**config.mk**
```make
export PLATFORM = sky130hd
export DESIGN_NAME = mc_seq
export DESIGN_NICKNAME = d
export VERILOG_FILES = /design/src/sv/mc_pkg.sv /design/src/sv/mc_seq.sv
export VERILOG_INCLUDE_DIRS = /design/src /design/src/sv
export SDC_FILE = /design/constraint.sdc
export NUM_CORES = 1
export LEC_CHECK = 0
export BUFFER_PORTS_ARGS = -buffer_cell sky130_fd_sc_hd__buf_4
export CAP_MARGIN = 25
export CORE_MARGIN = 2
export CORE_UTILIZATION = 50
export CTS_CLUSTER_DIAMETER = 50
export DETAILED_ROUTE_END_ITERATION = 16
export PLACE_DENSITY = 0.88
export SYNTH_ARGS = -nofsm -noshare
export SYNTH_HDL_FRONTEND = slang
export SYNTH_SLANG_ARGS = --single-unit
export TNS_END_PERCENT = 100
```
**constraint.sdc**
```tcl
create_clock -name clk -period 3.7 [get_ports clk]
set_clock_uncertainty 0.15 [all_clocks]
set_input_delay 0.555 -clock clk [delete_from_list [all_inputs] [get_ports clk]]
set_output_delay 0.555 -clock clk [all_outputs]
set_load 0.05 [all_outputs]
```
**src/sv/maze_carver_top_defines.svh**
```systemverilog
// assertion macros for the maze carver
`ifndef MAZE_CARVER_TOP_DEFINES_SVH
`define MAZE_CARVER_TOP_DEFINES_SVH
`ifndef SYNTHESIS
`define MC_ASSERT_SAME(lbl, ante, cons) \
  lbl: assert property (@(posedge clk) disable iff (!rst_n) (ante) |-> (cons)) \
    else $error("maze carver check failed");
`define MC_ASSERT_NEXT(lbl, ante, cons) \
  lbl: assert property (@(posedge clk) disable iff (!rst_n) (ante) |=> (cons)) \
    else $error("maze carver check failed");
`else
`define MC_ASSERT_SAME(lbl, ante, cons)
`define MC_ASSERT_NEXT(lbl, ante, cons)
`endif
`endif

```
**src/sv/mc_pkg.sv**
```systemverilog
`timescale 1ns / 1ps

package mc_pkg;

  localparam int SIDE_W     = 6;
  localparam int MAX_SIDE   = 63;
  localparam int GRID_AW    = 2 * SIDE_W;
  localparam int GRID_DEPTH = 1 << GRID_AW;
  localparam int PC_W       = 6;

  typedef logic [PC_W-1:0]    pc_t;
  typedef logic [SIDE_W-1:0]  side_t;
  typedef logic [GRID_AW-1:0] gaddr_t;

  localparam side_t SIDE_MAX = side_t'(MAX_SIDE);
  localparam side_t MIN_SIDE = side_t'(7);

  localparam logic [1:0] FN_START = 2'd0;
  localparam logic [1:0] FN_DRAW  = 2'd1;
  localparam logic [1:0] FN_READ  = 2'd2;

  localparam logic REG_WIDTH  = 1'b0;
  localparam logic REG_HEIGHT = 1'b1;

  typedef enum logic [1:0] {K_WALL, K_PASS, K_ENTRY, K_EXIT} kind_t;
  typedef enum logic [1:0] {PH_IDLE, PH_WALK, PH_DONE} phase_t;
  typedef enum logic [1:0] {D_COL_UP, D_ROW_UP, D_COL_DN, D_ROW_DN} dir_t;

  typedef enum logic [3:0] {
    A_NOP, A_LATCH, A_START, A_CLEAR, A_DRAW_INIT, A_NEXT_DIR, A_MOVE, A_SEED, A_SET_DONE
  } act_t;

  typedef enum logic [2:0] {
    AS_CLEAR, AS_ORIGIN, AS_READ, AS_NEAR, AS_FAR, AS_ENTRY, AS_EXIT
  } asel_t;

  typedef enum logic [2:0] {
    E_START, E_NEAR, E_FAR, E_ENTRY, E_EXIT, E_ACK, E_READ
  } esel_t;

  typedef enum logic [3:0] {
    C_NEVER, C_ALWAYS, C_NO_INPUT, C_FN_START, C_FN_READ, C_IGNORE, C_WALKING,
    C_CLR_MORE, C_FAR_OUT, C_NOT_WALL, C_TRIES_LEFT, C_SEED_OK
  } cond_t;

  typedef struct packed {
    act_t  act;
    asel_t asel;
    logic  we;
    kind_t wkind;
    logic  emit;
    esel_t esel;
    logic  elast;
    cond_t cond;
    pc_t   target;
  } ctrl_t;

  typedef struct packed {
    logic in_fire;
    logic fn_start;
    logic fn_read;
    logic ignore;
    logic walking;
    logic clr_more;
    logic far_out;
    logic not_wall;
    logic tries_left;
    logic seed_ok;
    logic out_free;
  } stat_t;

  localparam pc_t PC_FETCH = pc_t'(0);
  localparam pc_t PC_START = pc_t'(10);
  localparam pc_t PC_CLEAR = pc_t'(11);
  localparam pc_t PC_READ  = pc_t'(20);
  localparam pc_t PC_DRAW  = pc_t'(30);
  localparam pc_t PC_NEAR  = pc_t'(31);
  localparam pc_t PC_FAIL  = pc_t'(36);

  localparam ctrl_t CTRL_NOP = '{
    act: A_NOP, asel: AS_READ, we: 1'b0, wkind: K_WALL, emit: 1'b0,
    esel: E_ACK, elast: 1'b0, cond: C_NEVER, target: PC_FETCH
  };

  function automatic side_t norm_side(side_t v);
    side_t s;
    s = v;
    if (s > SIDE_MAX) s = SIDE_MAX;
    if (!s[0] && s != '0) s = s - side_t'(1);
    if (s < MIN_SIDE) s = MIN_SIDE;
    return s;
  endfunction

  function automatic ctrl_t ucode_rom(pc_t pc);
    ctrl_t w;
    w = CTRL_NOP;
    unique case (pc)
      pc_t'(0): begin
        w.act = A_LATCH; w.cond = C_NO_INPUT; w.target = PC_FETCH;
      end
      pc_t'(1): begin
        w.cond = C_FN_START; w.target = PC_START;
      end
      pc_t'(2): begin
        w.cond = C_FN_READ; w.target = PC_READ;
      end
      pc_t'(3): begin
        w.cond = C_IGNORE; w.target = PC_FETCH;
      end
      pc_t'(4): begin
        w.cond = C_WALKING; w.target = PC_DRAW;
      end
      pc_t'(5): begin
        w.emit = 1'b1; w.esel = E_ACK; w.elast = 1'b1;
        w.cond = C_ALWAYS; w.target = PC_FETCH;
      end
      pc_t'(10): begin
        w.act = A_START;
      end
      pc_t'(11): begin
        w.act = A_CLEAR; w.asel = AS_CLEAR; w.we = 1'b1; w.wkind = K_WALL;
        w.cond = C_CLR_MORE; w.target = PC_CLEAR;
      end
      pc_t'(12): begin
        w.asel = AS_ORIGIN; w.we = 1'b1; w.wkind = K_PASS;
      end
      pc_t'(13): begin
        w.emit = 1'b1; w.esel = E_START; w.elast = 1'b1;
        w.cond = C_ALWAYS; w.target = PC_FETCH;
      end
      pc_t'(20): begin
        w.asel = AS_READ;
      end
      pc_t'(21): begin
        w.asel = AS_READ; w.emit = 1'b1; w.esel = E_READ; w.elast = 1'b1;
        w.cond = C_ALWAYS; w.target = PC_FETCH;
      end
      pc_t'(30): begin
        w.act = A_DRAW_INIT;
      end
      pc_t'(31): begin
        w.asel = AS_NEAR; w.cond = C_FAR_OUT; w.target = PC_FAIL;
      end
      pc_t'(32): begin
        w.asel = AS_FAR; w.cond = C_NOT_WALL; w.target = PC_FAIL;
      end
      pc_t'(33): begin
        w.cond = C_NOT_WALL; w.target = PC_FAIL;
      end
      pc_t'(34): begin
        w.asel = AS_NEAR; w.we = 1'b1; w.wkind = K_PASS;
        w.emit = 1'b1; w.esel = E_NEAR;
      end
      pc_t'(35): begin
        w.act = A_MOVE; w.asel = AS_FAR; w.we = 1'b1; w.wkind = K_PASS;
        w.emit = 1'b1; w.esel = E_FAR; w.elast = 1'b1;
        w.cond = C_ALWAYS; w.target = PC_FETCH;
      end
      pc_t'(36): begin
        w.act = A_NEXT_DIR; w.cond = C_TRIES_LEFT; w.target = PC_NEAR;
      end
      pc_t'(37): begin
        w.act = A_SEED; w.cond = C_SEED_OK; w.target = PC_FETCH;
      end
      pc_t'(38): begin
        w.act = A_SET_DONE; w.asel = AS_ENTRY; w.we = 1'b1; w.wkind = K_ENTRY;
        w.emit = 1'b1; w.esel = E_ENTRY;
      end
      pc_t'(39): begin
        w.asel = AS_EXIT; w.we = 1'b1; w.wkind = K_EXIT;
        w.emit = 1'b1; w.esel = E_EXIT; w.elast = 1'b1;
        w.cond = C_ALWAYS; w.target = PC_FETCH;
      end
      default: begin
        w.cond = C_ALWAYS; w.target = PC_FETCH;
      end
    endcase
    return w;
  endfunction

endpackage

```
**src/sv/mc_seq.sv**
```systemverilog
`timescale 1ns / 1ps
`include "maze_carver_top_defines.svh"

module mc_seq (
  input  logic          clk,
  input  logic          rst_n,
  input  mc_pkg::stat_t stat,
  output mc_pkg::ctrl_t ctrl
);
  import mc_pkg::*;

  pc_t  pc_r, pc_nxt;
  logic taken, advance;

  assign ctrl    = ucode_rom(pc_r);
  assign advance = !ctrl.emit || stat.out_free;

  always_comb begin
    unique case (ctrl.cond)
      C_NEVER:      taken = 1'b0;
      C_ALWAYS:     taken = 1'b1;
      C_NO_INPUT:   taken = !stat.in_fire;
      C_FN_START:   taken = stat.fn_start;
      C_FN_READ:    taken = stat.fn_read;
      C_IGNORE:     taken = stat.ignore;
      C_WALKING:    taken = stat.walking;
      C_CLR_MORE:   taken = stat.clr_more;
      C_FAR_OUT:    taken = stat.far_out;
      C_NOT_WALL:   taken = stat.not_wall;
      C_TRIES_LEFT: taken = stat.tries_left;
      C_SEED_OK:    taken = stat.seed_ok;
      default:      taken = 1'b1;
    endcase
  end

  always_comb begin
    priority if (!advance) begin
      pc_nxt = pc_r;
    end else if (taken) begin
      pc_nxt = ctrl.target;
    end else begin
      pc_nxt = pc_r + pc_t'(1);
    end
  end

  always_ff @(posedge clk) begin
    if (!rst_n) begin
      pc_r <= PC_FETCH;
    end else begin
      pc_r <= pc_nxt;
    end
  end

  `MC_ASSERT_NEXT(a_leave_fetch, stat.in_fire, pc_r != PC_FETCH)
  `MC_ASSERT_NEXT(a_hold_on_stall, ctrl.emit && !stat.out_free, $stable(pc_r))

endmodule

```
# [Word-level counts from Yosys, hierarchy flattened]
# Cells that the tools add are included.
[op_classes] muxes=8 n_eq_ne=31 addsub=1 n_reduce_logical=11
[op_table] operator="$pmux 10 s11" count=1
[op_table] operator="$eq 6x6->1 const B" count=8
[op_table] operator="$pmux 4 s8" count=1
[op_table] operator="$pmux 4 s7" count=1
[op_table] operator="$eq 6x4->1 const B" count=4
[op_table] operator="$eq 6x5->1 const B" count=4
[op_table] operator="$pmux 3 s6" count=1
[op_table] operator="$eq 4x3->1 const B" count=4
[op_table] operator="$eq 4x4->1 const B" count=4
[op_table] operator="$eq 6x2->1 const B" count=2
[op_table] operator="$eq 6x3->1 const B" count=2
[op_table] operator="$pmux 3 s4" count=1
[op_table] operator="$pmux 1 s11" count=1
[op_table] operator="$eq 4x2->1 const B" count=2
[op_table] operator="$add 6x1->6 const B" count=1
[op_table] operator="$eq 6x1->1 const B" count=1
[op_table] operator="$logic_not 6->1" count=1
[op_table] operator="$mux 6" count=1
[op_table] operator="$reduce_or 2->1" count=3
[op_table] operator="$reduce_or 6->1" count=1
[op_table] operator="$reduce_or 5->1" count=1
[op_table] operator="$logic_not 4->1" count=1
[op_table] operator="$reduce_or 3->1" count=1
[op_table] operator="$logic_not 1->1" count=2
[op_table] operator="other kinds (2)" count=2
[totals] in_bits=13 register_bits=6 output_inout_bits=25 elab_cells=52

# [Depth between registers and ports, before layout]
# Gate-level depths: netlist of run 1.
[logic_depth] depth_word=6 ltp_mapped=11 depth_no_buf=9

# [Worst setup path after synthesis of run 1]
# No wires, ideal clock.
[synth_path] kind="flip-flop to output port" start="register pc_r[0]" end="output port ctrl[3] (netlist bit)" t_required_ns=2.995 path_buffers=2 arrival_time_ns=3.267 stages_incl_launch_ff=7 slack_ns=-0.272 path_cell_list="dfxtp_1 > inv_1 > ha_1 > clkbuf_1 > a21oi_1 > o41ai_1 > buf_4"
[synth_rtl] element="from (decl)" line_no="mc_seq.sv:12" text="pc_t pc_r, pc_nxt;"
[synth_rtl] element="from (signal assigned)" line_no="mc_seq.sv:50" text="pc_r <= pc_nxt;"
[synth_rtl] element="to (decl)" line_no="mc_seq.sv:8" text="output mc_pkg::ctrl_t ctrl"

# [Worst setup path after layout of run 1]
[layout_path] start="register pc_r[1]" end="register pc_r[2]"
[layout_between] elab_chain_cells=6 elab_cells_between_ends=42 classes_between="add/sub: 1; eq/ne: 31; mux: 4; reduce/logical: 6"
[layout_rtl] element="$eq 6x6->1 (tied with other cells)" line_no="mc_pkg.sv:97" text="unique case (pc)"
[layout_rtl] element="$reduce_or 6->1 (no line) / $reduce_or 2->1 (equally long branches)"
[layout_rtl] element="$pmux 10 s11" line_no="mc_pkg.sv:97"
[layout_rtl] element="$eq 4x4->1 (tied with other cells)" line_no="mc_seq.sv:19" text="unique case (ctrl.cond)"
[layout_rtl] element="$pmux 1 s11" line_no="mc_seq.sv:19"
[layout_rtl] element="$mux 6" line_no="mc_seq.sv:39" text="end else if (taken) begin"
# Several ways; a longest one is shown, not always the timed one.
# A chain may end at the register's enable or synchronous reset.

==> results of run 1 <==
==> cell usage after synthesis, drive strengths merged (3+ instances only) <==
cell / count / area share
a31oi: 9 / 0.046
nor3: 4 / 0.016
nand3: 7 / 0.029
nor2: 16 / 0.049
nand2b: 3 / 0.015
nor2b: 8 / 0.043
a21oi: 12 / 0.049
o22ai: 3 / 0.015
buf: 9 / 0.043
clkbuf: 7 / 0.022
nand2: 17 / 0.054
a211oi: 3 / 0.027
ha: 4 / 0.041
and3: 8 / 0.041
dfxtp: 6 / 0.098
inv: 10 / 0.031
o21ai: 10 / 0.041
==> final cells by class <==
class	count	area [µm²]	share of cell area
multi-input cells	143	995	0.646
repair buffers	44	330	0.214
flip-flops and latches	6	120	0.0780
inverters	10	37.5	0.0244
well taps	28	35.0	0.0227
clock buffers	3	22.5	0.0146
==> metrics by stage <==
step	hold WS [ns]	area [µm²]	power (mW)	instances	setup WS, ns
final	0.376	1540	1.45	234	0.405
after global routing	0.421	1540	1.55	234	0.213
after CTS	0.383	1540	1.44	234	0.401
after detailed placement	0.376	1520	1.37	231	0.415
after global placement	0.349	1520	1.34	231	0.561
after floorplan	0.330	1230	1.11	175	0.0660
==> worst reg2reg max path: stages, from the launching register on <==
cell	delay [ns]
dfxtp_1	0.37
inv_1	0.09
ha_1	0.28
nor2b_2	0.19
o2111ai_2	0.22
a21boi_4	0.28
mux4_2	0.57
a221oi_4	0.31
mux2_2	0.37
a2111oi_2	0.36
==> power by group through the flow <==
stage	clock, mW	sequential, mW	combinational [mW]
floorplan	0	0.0954	1.01
global placement	0	0.121	1.22
detailed placement	0	0.123	1.25
CTS	0.0617	0.122	1.25
global route	0.0650	0.127	1.36
finish	0.0605	0.124	1.27
==> layer usage <==
metal,track usage,part of all wire
met5,0,0
met3,0.0452,0.095
met4,0.107,0.028
met1,0.341,0.39
met2,0.516,0.49
==> path summary, 6_finish.rpt <==
kind                         from                   end  slack, ns  depth (start not counted)
max          pc_r[1]$_SDFFE_PN0P_  pc_r[2]$_SDFFE_PN0P_       0.40                          9
min          pc_r[0]$_SDFFE_PN0P_  pc_r[0]$_SDFFE_PN0P_       0.38                          2
max reg2reg  pc_r[1]$_SDFFE_PN0P_  pc_r[2]$_SDFFE_PN0P_       0.40                          9
min reg2reg  pc_r[0]$_SDFFE_PN0P_  pc_r[0]$_SDFFE_PN0P_       0.38                          2
==> cells in the final DEF, fill, tap and decap left out, drive strengths merged, types with 2 or more instances in the layout <==
cell type,synthesis,final
a211o,2,2
a211oi,3,3
a21boi,2,2
a21o,2,2
a21oi,12,12
a221oi,2,2
a31oi,9,9
and2,2,2
and3,8,8
buf,9,44
clkbuf,7,3
dfxtp,6,6
ha,4,4
inv,10,10
mux4,2,2
nand2,17,17
nand2b,3,3
nand3,7,7
nor2,16,16
nor2b,8,8
nor3,4,4
nor3b,2,2
o21ai,10,10
o22ai,3,3
or3,2,2
==> logic make-up after synthesis <==
kind of cell / Yosys count / synth area share
flip-flops: 6 / 0.0981
AND/OR/NAND/NOR: 76 / 0.338
XOR/XNOR: 1 / 0.00715
AO/OA/AOI/OAI: 58 / 0.363
buffers and inverters: 26 / 0.0960
adder cells (fa/ha/maj): 4 / 0.0409
multiplexers: 4 / 0.0572
==> impl_metrics.yaml, run 1 <==
worst_setup_path:
  end_kind: "flip-flop"
  crit_path_cell_trace: "inv_1 -> ha_1 -> nor2b_2 -> o2111ai_2 -> a21boi_4 -> mux4_2 -> a221oi_4 -> mux2_2 -> a2111oi_2"
  slowest_delay_ns: 0.57
  worstPathArrival_ns: 3.28
  cp-start-kind: "flip-flop"
  crit_family: "compound AO/OA/AOI/OAI gates"
  cpMaxStageDelayCell: "mux4_2"
  crit_fanout: 8
  required_ns: 3.68
  path_class: "flip-flop to flip-flop"
  critPathBufInv: 1
yosys:
  syn_nets: 192
  ys_ff_latch: 6
  synth_ff_type: "dfxtp_1"
  synth-seq-area-share: 0.0981
  synth-async-reset-ratio: 0
  syn-cell-area_um2: 1220
  yosys_warnings: 0
  synth-edff-count: 0
  synthCells: 175
  avgSynthCellArea_um2: 7.00
  synth_cell_types: 60
power_and_ir_drop:
  switchingPower_uw: 873
  combPwrFrac: 0.873
  netSwitchingFraction: 0.601
  power.share.sequential: 0.086
  p_leak_nw: 0.725
  ir_worst_vdd_mv: 0.830
  power_density_nw_per_um2: 943
  p_int_uw: 579
  p_clk_frac: 0.042
floorplan:
  die_w_um: 53.5
  dieArea_um2: 2860
  die_y_um: 53.5
  io_pins: 38
  coreArea_um2: 2250
  start_util: 0.543
  fp-row-count: 17
route:
  dr_total_vias: 1532
  wl_um: 3770
  ant_nets: 0
  first_pass_iters: 4
  via_per_inst: 6.55
  wl_per_cell_um: 16.1
  drc_errors: 0
  drtIter0Drc: 105
clock_network:
  clockBufferDepth: 2
  clk_latency_ns: 0.24
  hold_buffers: 0
  h-tree-depth: 1
  cts.sinks: 6
  cts-root-buf: "clkbuf_4"
  cts_inserted_buffers: 3
  path_clk_slew_ns: 0.05
  cts-resized-gates: 0
  cts_tree: "built"
  cts_setup_buffers: 0
grt:
  grt_usage: 0.289
  antenna_found_initial: 0
  grt_max_degree: 21
  first_global_vias: 1402
  grt-ovfl-total: 0
  grt_pass1_wl_um: 6180
sta:
  fmaxAchievable_mhz: 303
  min_period_ns: 3.30
  finalCritPeriodShare: 0.891
  hold_violations: 0
  rsz0062_at_grt: "false"
  slew_violations: 0
  finalSetupViolations: 0
  maxSlewHeadroom: 0.612
  finalSetupTns_ns: 0
  max_slew.worst_pin.slew_ns: 0.576
finish:
  top_regs: "pc_r x6"
  post_route_cells_drive_above_1_share: 0.301
  nets: 225
  diodes: 0
  area_delta_synth_final_pct: 25.7
  fillers: 201
  largest_register_ffs: 6
  fin_util: 0.683
  regMostFlops: "pc_r"
flow_run:
  cap_violations: 0
worst_hold_path:
  hp-class: "flip-flop to flip-flop"
place:
  dp_hpwl_um: 2920
  numPortBuffers: 37
  routabilityCongestion: 0.959
outcome:
  status: "finished, final reports clean"
No activity file was read; power rests on OpenSTA's default activity.
==> inputs of run 2 (changes only) <==
Settings changed: CORE_UTILIZATION 50 to 52, PLACE_DENSITY 0.88 to 0.91.
==> run 2 against run 1 <==
First-iteration DRC count decreased by 9.5%; via count fell by 2.0%; register-to-register slack better by 0.03 ns; global-route usage decreased by 1.3 points; count of clock-buffer cells in the layout unchanged; flip-flop and latch count did not move; critical endpoint unchanged.
==> impl_metrics.yaml, run 2 (synthesis results as in run 1) <==
place:
  dp_slack_ns: 0.450
  numPortBuffers: 37
  place_area_um2: 1510
  routabilityCongestion: 0.895
  dp_hpwl_um: 2690
  dp.cells: 230
floorplan:
  die_y_um: 52.5
  coreArea_um2: 2210
  die_w_um: 52.5
  fp-row-count: 17
  dieArea_um2: 2760
  start_util: 0.554
  io_pins: 38
finish:
  nets: 224
  largest_register_ffs: 6
  diodes: 0
  instances_no_fill: 233
  top_regs: "pc_r x6"
  area_delta_synth_final_pct: 25.1
  mostFrequentLayoutCells: "buf_4 (43), nor2_1 (16), nand2_1 (16)"
  stdcell_area_um2: 1530
  post_route_cells_drive_above_1_share: 0.298
  regMostFlops: "pc_r"
  fin_util: 0.693
  layout_commonest_cell: "buf_4"
power_and_ir_drop:
  netSwitchingFraction: 0.597
  p_int_uw: 577
  p_leak_nw: 0.720
  p_clk_frac: 0.043
  power_density_nw_per_um2: 936
  p_total_mw: 1.43
  power.share.sequential: 0.086
  combPwrFrac: 0.871
  switchingPower_uw: 857
  ir_worst_vdd_mv: 0.706
worst_setup_path:
  worstPathArrival_ns: 3.26
  crit_family: "compound AO/OA/AOI/OAI gates"
  rr_startpoint: "pc_r[1]$_SDFFE_PN0P_"
  critPathBufInv: 1
  end_kind: "flip-flop"
  cpMaxStageDelayCell: "mux4_2"
  crit_path_cell_trace: "inv_1 -> ha_1 -> nor2b_2 -> o2111ai_2 -> a21boi_4 -> mux4_2 -> a221oi_4 -> mux2_2 -> a2111oi_2"
  cp-start-kind: "flip-flop"
  worst_r2r_path_depth: 9
  required_ns: 3.69
  r2r_slack_ns: 0.44
  rr_endpoint: "pc_r[2]$_SDFFE_PN0P_"
  critPathCapture: "pc_r[2]$_SDFFE_PN0P_"
  crit_fanout: 8
  path_class: "flip-flop to flip-flop"
  setup.worst_path.start: "pc_r[1]$_SDFFE_PN0P_"
  slowest_delay_ns: 0.57
  worstSetupPathDepth: 9
grt:
  met3_usage: 0.0514
  grt_max_degree: 25
  grt-ovfl-total: 0
  grt_use_met2: 0.456
  grt_usage: 0.276
  top_usage_layer: "met2"
  first_global_vias: 1306
  antenna_found_initial: 0
  gr-usage-met1: 0.367
  grt_pass1_wl_um: 5810
sta:
  rsz0062_at_grt: "false"
  fmaxAchievable_mhz: 306
  maxSlewHeadroom: 0.602
  worst_slack_ns: 0.437
  slew_violations: 0
  max_slew.worst_pin.slew_ns: 0.590
  min_period_ns: 3.26
  hold_violations: 0
  finalSetupTns_ns: 0
  finalSetupViolations: 0
  hold_slack_ns: 0.381
  finalCritPeriodShare: 0.882
clock_network:
  cts_setup_buffers: 0
  hold_buffers: 0
  cts-root-buf: "clkbuf_4"
  h-tree-depth: 1
  cts_inserted_buffers: 3
  cts_tree: "built"
  clockBufferDepth: 2
  clk_latency_ns: 0.25
  path_clk_slew_ns: 0.05
  cts.sinks: 6
  cts-resized-gates: 0
route:
  dr_total_vias: 1501
  drc_errors: 0
  wl_per_cell_um: 15.0
  first_pass_iters: 4
  drtIter0Drc: 95
  ant_nets: 0
  wl_um: 3480
  via_per_inst: 6.44
flow_run:
  cap_violations: 0
worst_hold_path:
  hp-class: "flip-flop to flip-flop"
outcome:
  status: "finished, final reports clean"
-- run 2: cell count changes in the layout (fill, tap and decap cells not counted), sizes merged --
cell	previous run	this run
buf	44	43
-- run 2: worst register-to-register path, delay by kind of cell, from the launching register on --
kind,cells,cell delay [ns]
adder cells (fa/ha/maj),1,0.27
buffers and inverters,1,0.09
AND/OR/NAND/NOR,1,0.19
flip-flops,1,0.37
AO/OA/AOI/OAI,4,1.14
multiplexers,2,0.94
-- run 2: layout make-up --
class | instances | area [µm²]
clock buffers | 3 | 22.5
fillers | 180 | 679
inverters | 10 | 37.5
multi-input cells | 143 | 995
flip-flops and latches | 6 | 120
well taps | 28 | 35.0
repair buffers | 43 | 323
-- run 2: worst min path at each step --
stage                                 to  slack (ns)                  from  depth (start not counted)
global placement    pc_r[0]$_SDFFE_PN0P_        0.34  pc_r[0]$_SDFFE_PN0P_                          2
CTS                 pc_r[0]$_SDFFE_PN0P_        0.38  pc_r[0]$_SDFFE_PN0P_                          2
detailed placement  pc_r[0]$_SDFFE_PN0P_        0.37  pc_r[0]$_SDFFE_PN0P_                          2
floorplan           pc_r[0]$_SDFFE_PN0P_        0.33  pc_r[0]$_SDFFE_PN0P_                          2
global route        pc_r[0]$_SDFFE_PN0P_        0.42  pc_r[0]$_SDFFE_PN0P_                          2
finish              pc_r[0]$_SDFFE_PN0P_        0.38  pc_r[0]$_SDFFE_PN0P_                          2
-- run 2: power by group through the flow --
| stage | Sequential [mW] | Clock, mW | Combinational (mW) |
|---|---|---|---|
| floorplan | 0.0954 | 0 | 1.01 |
| global placement | 0.122 | 0 | 1.21 |
| detailed placement | 0.123 | 0 | 1.24 |
| CTS | 0.122 | 0.0620 | 1.24 |
| global route | 0.126 | 0.0644 | 1.33 |
| finish | 0.124 | 0.0611 | 1.25 |
-- run 2: metal layers --
layer	wire length, µm	part of all wire
met5	0	0
met4	52	0.015
met3	285	0.082
met2	1680	0.48
met1	1470	0.42
==> inputs of run 3 (changes only) <==
Settings changed: ABC_AREA set to 1.
==> run 3 against run 2 <==
Combinational power barely moved; largest power group unchanged; sequential power up 15%; via count decreased by 7.8%; wire length fell by 12%; die area grew 1.0%; sequential share of layout area hardly changed.
==> impl_metrics.yaml, run 3 <==
yosys:
  synth-edff-count: 0
  syn-cell-area_um2: 1240
  synth_cell_types: 29
  synth_ff_type: "dfxtp_1"
  yosys_warnings: 0
  ys_ff_latch: 6
  synth_top_area_frac: 0.0970
  avgSynthCellArea_um2: 6.07
  synth-async-reset-ratio: 0
  syn_nets: 221
  yosys-top-cells-area: "dfxtp_1 (9.7%), nand2_1 (9.7%), nor2_1 (9.7%)"
  synth-seq-area-share: 0.0970
  synth_top_area_cell: "dfxtp_1"
  synth_commonest_cells: "nand2_1 (32), nor2_1 (32), inv_1 (28)"
  synthCells: 204
finish:
  largest_register_ffs: 6
  top_regs: "pc_r x6"
  mostFrequentLayoutCells: "buf_4 (37), nand2_1 (32), nor2_1 (32)"
  area_delta_synth_final_pct: 24.3
  nets: 259
  layout_commonest_cell: "buf_4"
  post_route_cells_drive_above_1_share: 0.354
  regMostFlops: "pc_r"
  diodes: 0
  fillers: 209
route:
  dr_total_vias: 1384
  first_pass_iters: 4
  drc_errors: 0
  drtIter0Drc: 43
  via_per_inst: 5.16
  wl_um: 3050
  ant_nets: 0
  wl_per_cell_um: 11.4
worst_setup_path:
  slowest_delay_ns: 0.40
  cpMaxStageDelayCell: "dfxtp_1"
  crit_path_cell_trace: "inv_1 -> ha_1 -> nand2_1 -> nor2_2 -> nor2_1 -> o311ai_2 -> o31ai_1 -> buf_4"
  cp-start-kind: "flip-flop"
  crit_fanout: 5
  required_ns: 2.99
  end_kind: "output pin"
  path_class: "flip-flop to output pin"
  worstPathArrival_ns: 2.11
sta:
  slew_violations: 0
  worst_slack_ns: 0.889
  maxSlewHeadroom: 0.625
  rsz0062_at_grt: "false"
  fmaxAchievable_mhz: 356
  finalSetupTns_ns: 0
  max_slew.worst_pin.slew_ns: 0.561
  finalSetupViolations: 0
  finalCritPeriodShare: 0.760
  min_period_ns: 2.81
  hold_violations: 0
clock_network:
  hold_buffers: 0
  cts-root-buf: "clkbuf_4"
  clockBufferDepth: 2
  h-tree-depth: 1
  cts_tree: "built"
  path_clk_slew_ns: 0.04
  cts-resized-gates: 0
  cts.sinks: 6
  cts_inserted_buffers: 3
  clk_latency_ns: 0.24
  cts_setup_buffers: 0
floorplan:
  die_w_um: 52.8
  coreArea_um2: 2230
  io_pins: 38
  die_y_um: 52.8
  start_util: 0.555
  dieArea_um2: 2790
  fp-row-count: 17
power_and_ir_drop:
  power_density_nw_per_um2: 938
  ir_worst_vdd_mv: 0.870
  p_leak_nw: 0.907
grt:
  grt_max_degree: 14
  grt-ovfl-total: 0
  grt_pass1_wl_um: 4930
  first_global_vias: 1161
  antenna_found_initial: 0
  grt_usage: 0.230
place:
  dp_hpwl_um: 2600
  dp_slack_ns: 1.16
  numPortBuffers: 37
  routabilityCongestion: 0.985
outcome:
  status: "finished, final reports clean"
worst_hold_path:
  hp-class: "flip-flop to flip-flop"
flow_run:
  cap_violations: 0
run 3: final cells by class:
| cell class | count | area (µm²) | share of cell area |
|---|---|---|---|
| clock buffer | 3 | 22.5 | 0.0146 |
| inverter | 38 | 145 | 0.0942 |
| multi-input combinational | 156 | 940 | 0.610 |
| sequential | 6 | 120 | 0.0780 |
| tap | 28 | 35.0 | 0.0227 |
| timing repair buffer | 37 | 278 | 0.180 |
run 3: worst max-delay path: cells and delay by family (launching register included):
family	cells	cell delay, ns
AO/OA/AOI/OAI	2	0.44
adder cells (fa/ha/maj)	1	0.25
buffers and inverters	2	0.36
AND/OR/NAND/NOR	3	0.41
flip-flops	1	0.40
run 3: cell families (layout without fill, tap and decap cells):
| logic type | after synthesis | in the layout | synth area share |
|---|---|---|---|
| buffers and inverters | 42 | 78 | 0.151 |
| adder cells (fa/ha/maj) | 4 | 4 | 0.0404 |
| flip-flops | 6 | 6 | 0.0970 |
| XOR/XNOR | 4 | 4 | 0.0283 |
| AO/OA/AOI/OAI | 13 | 13 | 0.0748 |
| AND/OR/NAND/NOR | 135 | 135 | 0.609 |
run 3: power breakdown:
part / leakage (nW) / internal, mW / switching (mW)
combinational: 0.844 / 0.395 / 0.849
sequential: 0.0489 / 0.0861 / 0.0558
clock: 0.0138 / 0.0366 / 0.0219
run 3: worst paths after layout:
kind,depth (start not counted),startpoint,end,slack (ns)
hold / removal,2,pc_r[5]$_SDFFE_PN0P_,pc_r[5]$_SDFFE_PN0P_,0.46
setup / recovery,8,pc_r[0]$_SDFFE_PN0P_,ctrl[19],0.89
setup reg to reg,15,pc_r[0]$_SDFFE_PN0P_,pc_r[1]$_SDFFE_PN0P_,1.26
hold reg to reg,2,pc_r[5]$_SDFFE_PN0P_,pc_r[5]$_SDFFE_PN0P_,0.46
run 3: stage by stage:
step,hold WS (ns),cells,instance area [µm²],utilization,power (mW)
finish,0.460,268,1540,0.690,1.44
global route,0.486,268,1540,0.690,1.57
CTS,0.462,268,1540,0.690,1.45
detailed placement,0.459,265,1520,0.680,1.38
global placement,0.433,265,1520,0.680,1.38
floorplan,0.417,204,1250,-,1.16
run 3: layer usage:
layer  routed length (µm)  share of wire  global-route usage
met4                   28         0.0092              0.0342
met5                    0              0                   0
met2                 1460           0.48               0.396
met1                 1340           0.44               0.311
met3                  223          0.073              0.0286
